<file path="src/rtl/core/mta_pkg.sv">
// ----------------------------------------------------------------------------
// mta_pkg
// Shared types and constants for the mesh tangent accumulator.
// ----------------------------------------------------------------------------
package mta_pkg;

  localparam int VertexCountDefault = 4096;
  localparam int IndexWidth = 12;

  localparam logic [1:0] CMD_LOAD     = 2'd0;
  localparam logic [1:0] CMD_TRIANGLE = 2'd1;
  localparam logic [1:0] CMD_READ     = 2'd2;

  localparam logic [1:0] ST_OK         = 2'd0;
  localparam logic [1:0] ST_DEGENERATE = 2'd1;
  localparam logic [1:0] ST_SATURATED  = 2'd2;

  typedef struct packed {
    logic [1:0]         command;
    logic [11:0]        vertex_index;
    logic [11:0]        corner_b;
    logic [11:0]        corner_c;
    logic signed [23:0] pos_x;
    logic signed [23:0] pos_y;
    logic signed [23:0] pos_z;
    logic signed [15:0] tex_u;
    logic signed [15:0] tex_v;
  } in_word_t;

  typedef struct packed {
    logic signed [31:0] tangent_x;
    logic signed [31:0] tangent_y;
    logic signed [31:0] tangent_z;
    logic [1:0]         status;
  } out_word_t;

  // Control between the sequencer and the divider.
  typedef struct packed {
    logic start;
  } div_ctl_t;

endpackage

</file>
<file path="src/rtl/core/mta_div.sv">
// ----------------------------------------------------------------------------
// mta_div
// Restoring divider, one quotient bit per cycle: q = (n * 2^16 + d/2) / d,
// unsigned 60-bit dividend over 35-bit divisor.
// ----------------------------------------------------------------------------
module mta_div
  import mta_pkg::*;
(
  input  logic        clk,
  input  logic        rst,
  input  div_ctl_t    ctl,
  input  logic [59:0] dividend,
  input  logic [34:0] divisor,
  output logic        busy,
  output logic [59:0] quotient
);
  logic [59:0] num;
  logic [35:0] rem;
  logic [34:0] den;
  logic [5:0]  count;
  logic [35:0] trial;
  logic [35:0] diff;

  assign trial = {rem[34:0], num[59]};
  assign diff  = trial - {1'b0, den};

  always_ff @(posedge clk) begin
    if (rst) begin
      busy  <= 1'b0;
      count <= '0;
    end else if (ctl.start) begin
      busy  <= 1'b1;
      count <= 6'd59;
    end else if (busy) begin
      if (count == 6'd0) busy <= 1'b0;
      count <= count - 6'd1;
    end
  end

  always_ff @(posedge clk) begin
    if (ctl.start) begin
      num <= dividend;
      rem <= '0;
      den <= divisor;
    end else if (busy) begin
      if (!diff[35]) begin
        rem <= diff;
        num <= {num[58:0], 1'b1};
      end else begin
        rem <= trial;
        num <= {num[58:0], 1'b0};
      end
    end
  end

  assign quotient = num;
endmodule

</file>
<file path="config.mk">
export PLATFORM = sky130hd
export DESIGN_NAME = mta_div
export DESIGN_NICKNAME = d
export VERILOG_FILES = /design/src/rtl/core/mta_pkg.sv /design/src/rtl/core/mta_div.sv
export SDC_FILE = /design/constraint.sdc
export NUM_CORES = 1
export LEC_CHECK = 0
export BUFFER_PORTS_ARGS = -buffer_cell sky130_fd_sc_hd__buf_4
export CORE_MARGIN = 2
export CORE_UTILIZATION = 50
export DETAILED_ROUTE_END_ITERATION = 7
export PLACE_DENSITY = 0.81
export SLEW_MARGIN = 15
export SYNTH_ARGS = -nofsm -noshare
export SYNTH_HDL_FRONTEND = slang
export SYNTH_SLANG_ARGS = --single-unit
</file>
<file path="constraint.sdc">
create_clock -name clk -period 3.2 [get_ports clk]
set_clock_uncertainty 0.2 [all_clocks]
set_input_delay 0.64 -clock clk [delete_from_list [all_inputs] [get_ports clk]]
set_output_delay 0.64 -clock clk [all_outputs]
set_load 0.01 [all_outputs]
</file>
* Word level (Yosys, flattened, before mapping)
Index checks and enable logic that the tools add are counted.
Widths: inputs -> output; s select.
** Storage, ports and cells
- Flip-flop bits (word level) :: 137
- Input bits :: 98
- Logic and storage cells :: 20
** Cells by class
- $add $sub $neg :: 2
- Mux-type cells :: 9
- Reduce and logical (&&, ||, !) cells :: 3
** Operators by type and width (number)
- $mux 60 :: 2
- $sub 36x35->36 :: 1
- $mux 35 :: 1
- $mux 6 :: 2
- $logic_not 6->1 :: 1
- $sub 6x1->6 const B :: 1
- $mux 1 :: 4
- $reduce_bool 2->1 :: 1
- $reduce_or 2->1 :: 1

* Depth between registers and ports, before layout
- Depth after elaboration :: 4
- Depth in mapped cells :: 13
- Gate-level depth less buffers :: 13

* Least setup slack after synthesis
OpenSTA, ideal clock, no wires.
- Kind :: reg2reg
- From :: register num[59] (netlist: quotient[59])
- To :: register rem[28]
- Setup time :: 0.079 ns
- Data arrival time :: 2.982 ns
- Path slack :: -0.061 ns
- Stages on the path, launching flop included :: 14
- Buffers on the path :: 0
- Period minus slack after synthesis :: 3.261 ns
- Cells stage by stage :: edfxtp_1 -> inv_1 -> ha_1 -> inv_1 -> fa_1 -> a211oi_1 -> o211ai_1 -> a211oi_1 -> o21ai_1 -> a21boi_1 -> nor3_1 -> o31a_1 -> or3_1 -> a211oi_2
** On the way
- Cells in the longest elaborated chain, start to end :: 2
** Ends and longest elaborated chain
- start, declared :: RTL line mta_div.sv:17 : logic [59:0] num;
- start signal, assigned :: RTL line mta_div.sv:42 : num <= dividend;
- start signal, assigned :: RTL line mta_div.sv:48 : num <= {num[58:0], 1'b1};
- start signal, assigned :: RTL line mta_div.sv:51 : num <= {num[58:0], 1'b0};
- $sub 36x35->36 :: RTL line mta_div.sv:25 : assign diff = trial - {1'b0, den};
- $mux 35 :: RTL line mta_div.sv:46 : if (!diff[35]) begin
- end signal, assigned :: RTL line mta_div.sv:47 : rem <= diff;
- end signal, assigned :: RTL line mta_div.sv:50 : rem <= trial;
- end, declared :: RTL line mta_div.sv:18 : logic [35:0] rem;
No other way between the ends.
A chain may end at the register's enable or synchronous reset.

* Final worst setup path
- From :: register num[59] (netlist: quotient[59])
- To :: register rem[34]
The elaborated chain is that of the path after synthesis.

==> run metrics <==
placed instance area=about 9000 sq um; commonest cells in the netlist=95 x edfxtp_1, 84 x nand2_1, 59 x mux2_2; Synth Warn #=0; All-Layer GR Usage=0.249; Pleak=4.25 nW; PwrDens=between 500 and 600 nW/um^2; Placed Cells=between 1000 and 1500; Slew HR=0.618; DRT Pass-1 Iters=5; Peak VDD IR=~0.43 mV; starting DRC count in detailed routing=405; Switching Share=0.298; DR vias/cell=a little under 6; CP Launch Type=flip-flop; CTS clk-pin slew, worst paths=0.06 ns; latest clock arrival within the worst-skew pair=roughly 0.42 ns; RSZ-0062 raised after global routing=true; Post-Syn Area=7480 sq um; Top FF cell, synth=edfxtp_1; Initial Util=0.513; Pins Over Slew Limit=0; CP Data Required Time=3.31 ns; share of cells above drive strength 1=0.397; gpl congestion=approximately 0.91; Final Hold Vio Count=0; grt total ovfl=0; syn avg cell area=roughly 11 sq um; Synth async-reset ratio=0; Setup WS post-layout=-0.0845 ns; peak fanout along the critical path=4; most common cell in the synthesized netlist=edfxtp_1; critical path's slowest cell=edfxtp_1; pin count of the biggest net entering global routing=63; CTS Buffer Depth=2; vias in the first global route=6241; Yosys cell types=62; Post-synth EDFFs=between 90 and 100; critical path arrival=around 3.4 ns; first-pass GRT wire length=between 30000 and 40000 um; Flop pwr share=0.380; register area share after synthesis=0.494; detailed placement HPWL=about 14000 um; Post-DRT Antenna Nets=0; non-filler instance count after layout=approximately 1100; die height=about 130 um; DIE AREA=around 16000 sq um; final setup TNS=-0.160 ns; H-tree depth=4; hold_buf cts=0; Tcrit/Tclk final=1.03; Port Buffers=between 150 and 200; post-route minimum period=3.28 ns; design area=between 10000 and 15000 sq um; Ports=159; Diodes inserted=0; Fmax=0.304 GHz; Max Cap Viol=0; post-synth top area share=0.381; Die X=126 um; register area=between 3000 and 4000 sq um; clock network fraction of total power=0.358; # clock sinks=~140; HP Class=in -> reg; CTS Buf Count=17; layout overhead on the synthesized area=35.4%; total power=slightly below 6 mW; Post-Route WL=20900 um; Net Switching=1.73 mW; mean routed wirelength per cell=~19 um; measured slew at the worst slew-check pin=0.570 ns; critical register-to-register path startpoint=quotient[59]$_DFFE_PP_; CTS Root Cell=clkbuf_16; initial antenna violation count=0; Vias=around 6300; CP peak stage delay=approximately 0.4 ns; drt drc=0; register bit count reported by yosys=approximately 140; CP Cell Sequence=inv_2, ha_4, inv_2, fa_2, a211oi_2, o211ai_1, a211oi_2, o211ai_1, o2111ai_2, and3_4, nor4_2, a221o_1; failing checks=setup timing; endpoint class of the critical path=flip-flop; area occupied by multi-input gates=approximately 3700 sq um; # nets final=1030; CTS tree=yes; area leader, netlist=edfxtp_1; Synth Instances=700; Core ar.=~15000 sq um; # setup viols final=4; most area-consuming cells after synthesis=edfxtp_1 38%, dfxtp_1 11%, mux2_2 8.9%; fillers=~1000; status=finished with violations; Internal Power=between 4 and 5 mW; combinational group share of total power=0.262; syn_nets=approximately 840; min-delay src=divisor[33]; crit path kind=reg -> reg; Rows=44; Crit. Startpoint=quotient[59]$_DFFE_PP_; final core occ=0.695
[repair_timing]
item,4_1_cts,5_1_grt
endpoints found under the hold margin,0,0
buffers inserted,1,20
pin swaps,3,34
gates cloned,0,3
setup endpoints to repair,13,33
resized for setup,5,68
[worst paths after layout]
kind,to,slack [ns],cells after the start
max,rem[34]$_SDFFE_PP0P_,-0.08,12
min,den[33]$_DFFE_PP_,0.19,1
max reg2reg,rem[34]$_SDFFE_PP0P_,-0.08,12
min reg2reg,rem[25]$_SDFFE_PP0P_,0.27,2
[per-stage QoR]
step	hold slack, ns	setup WS, ns
3_5_place_dp	0.262	-0.193
2_1_floorplan	0.246	0.0290
5_1_grt	0.167	-0.176
3_3_place_gp	0.258	-0.101
4_1_cts	0.174	-0.0212
6_report	0.187	-0.0845
[flip-flops by register name, summed over array words and instances (netlist names)]
signal,count
count,6
quotient,60
busy,1
rem,35
den,35
[placed cells by master, fill, tap and decap left out, drive strengths merged, types with 3 or more instances in the layout]
cell type / count
clkbuf: 18
inv: 56
a311oi: 23
nand4: 7
bufinv: 3
xnor2: 22
ha: 37
clkinv: 4
nor2: 47
edfxtp: 95
and3: 8
dfxtp: 42
nand3: 10
buf: 206
a211oi: 9
o211ai: 7
o21ai: 25
nor4: 4
and2: 3
a21o: 10
mux2i: 6
a31oi: 6
a21oi: 48
nand2b: 6
nor3: 7
xor2: 13
o311ai: 3
nand2: 85
o21bai: 7
mux2: 59
[worst max-delay path: cells and delay by family (launching register included)]
kind,cells,cell delay (ns)
AOI/OAI and AO/OA,6,1.64
DFF,1,0.41
buffers and inverters,2,0.14
and+or+nand+nor,2,0.26
adders and majority gates,2,0.52
[area by class of cell]
type / instances / area share
clock buffers: 17 / 0.0420
clock inverters: 15 / 0.0186
inverters: 49 / 0.0181
multi-input cells: 482 / 0.370
flip-flops and latches: 137 / 0.365
well taps: 184 / 0.0227
repair buffers: 207 / 0.164
[layer usage]
layer / GRT usage / vias to the layer above / part of all wire
li1: - / 2961 / -
met1: 0.294 / 3043 / 0.40
met2: 0.423 / 249 / 0.49
met3: 0.0852 / 46 / 0.079
met4: 0.0860 / 0 / 0.029
met5: 0 / - / 0
[power by group through the flow]
stage	Sequential [mW]	Combinational (mW)	Clock, mW
2_1_floorplan	2.25	0.781	0
3_3_place_gp	2.23	1.25	0
3_5_place_dp	2.23	1.27	0
4_1_cts	2.20	1.30	2.10
5_1_grt	2.23	1.65	2.19
6_report	2.21	1.52	2.08
[logic make-up after synthesis]
logic type,count (synthesis),share of synthesized area
simple gates,184,0.108
buf+inv,81,0.0443
fa+ha+maj,38,0.0645
compound gates,160,0.149
xor+xnor,35,0.0435
flops,137,0.494
mux,65,0.0968
Power figures use the tool's default switching activity.
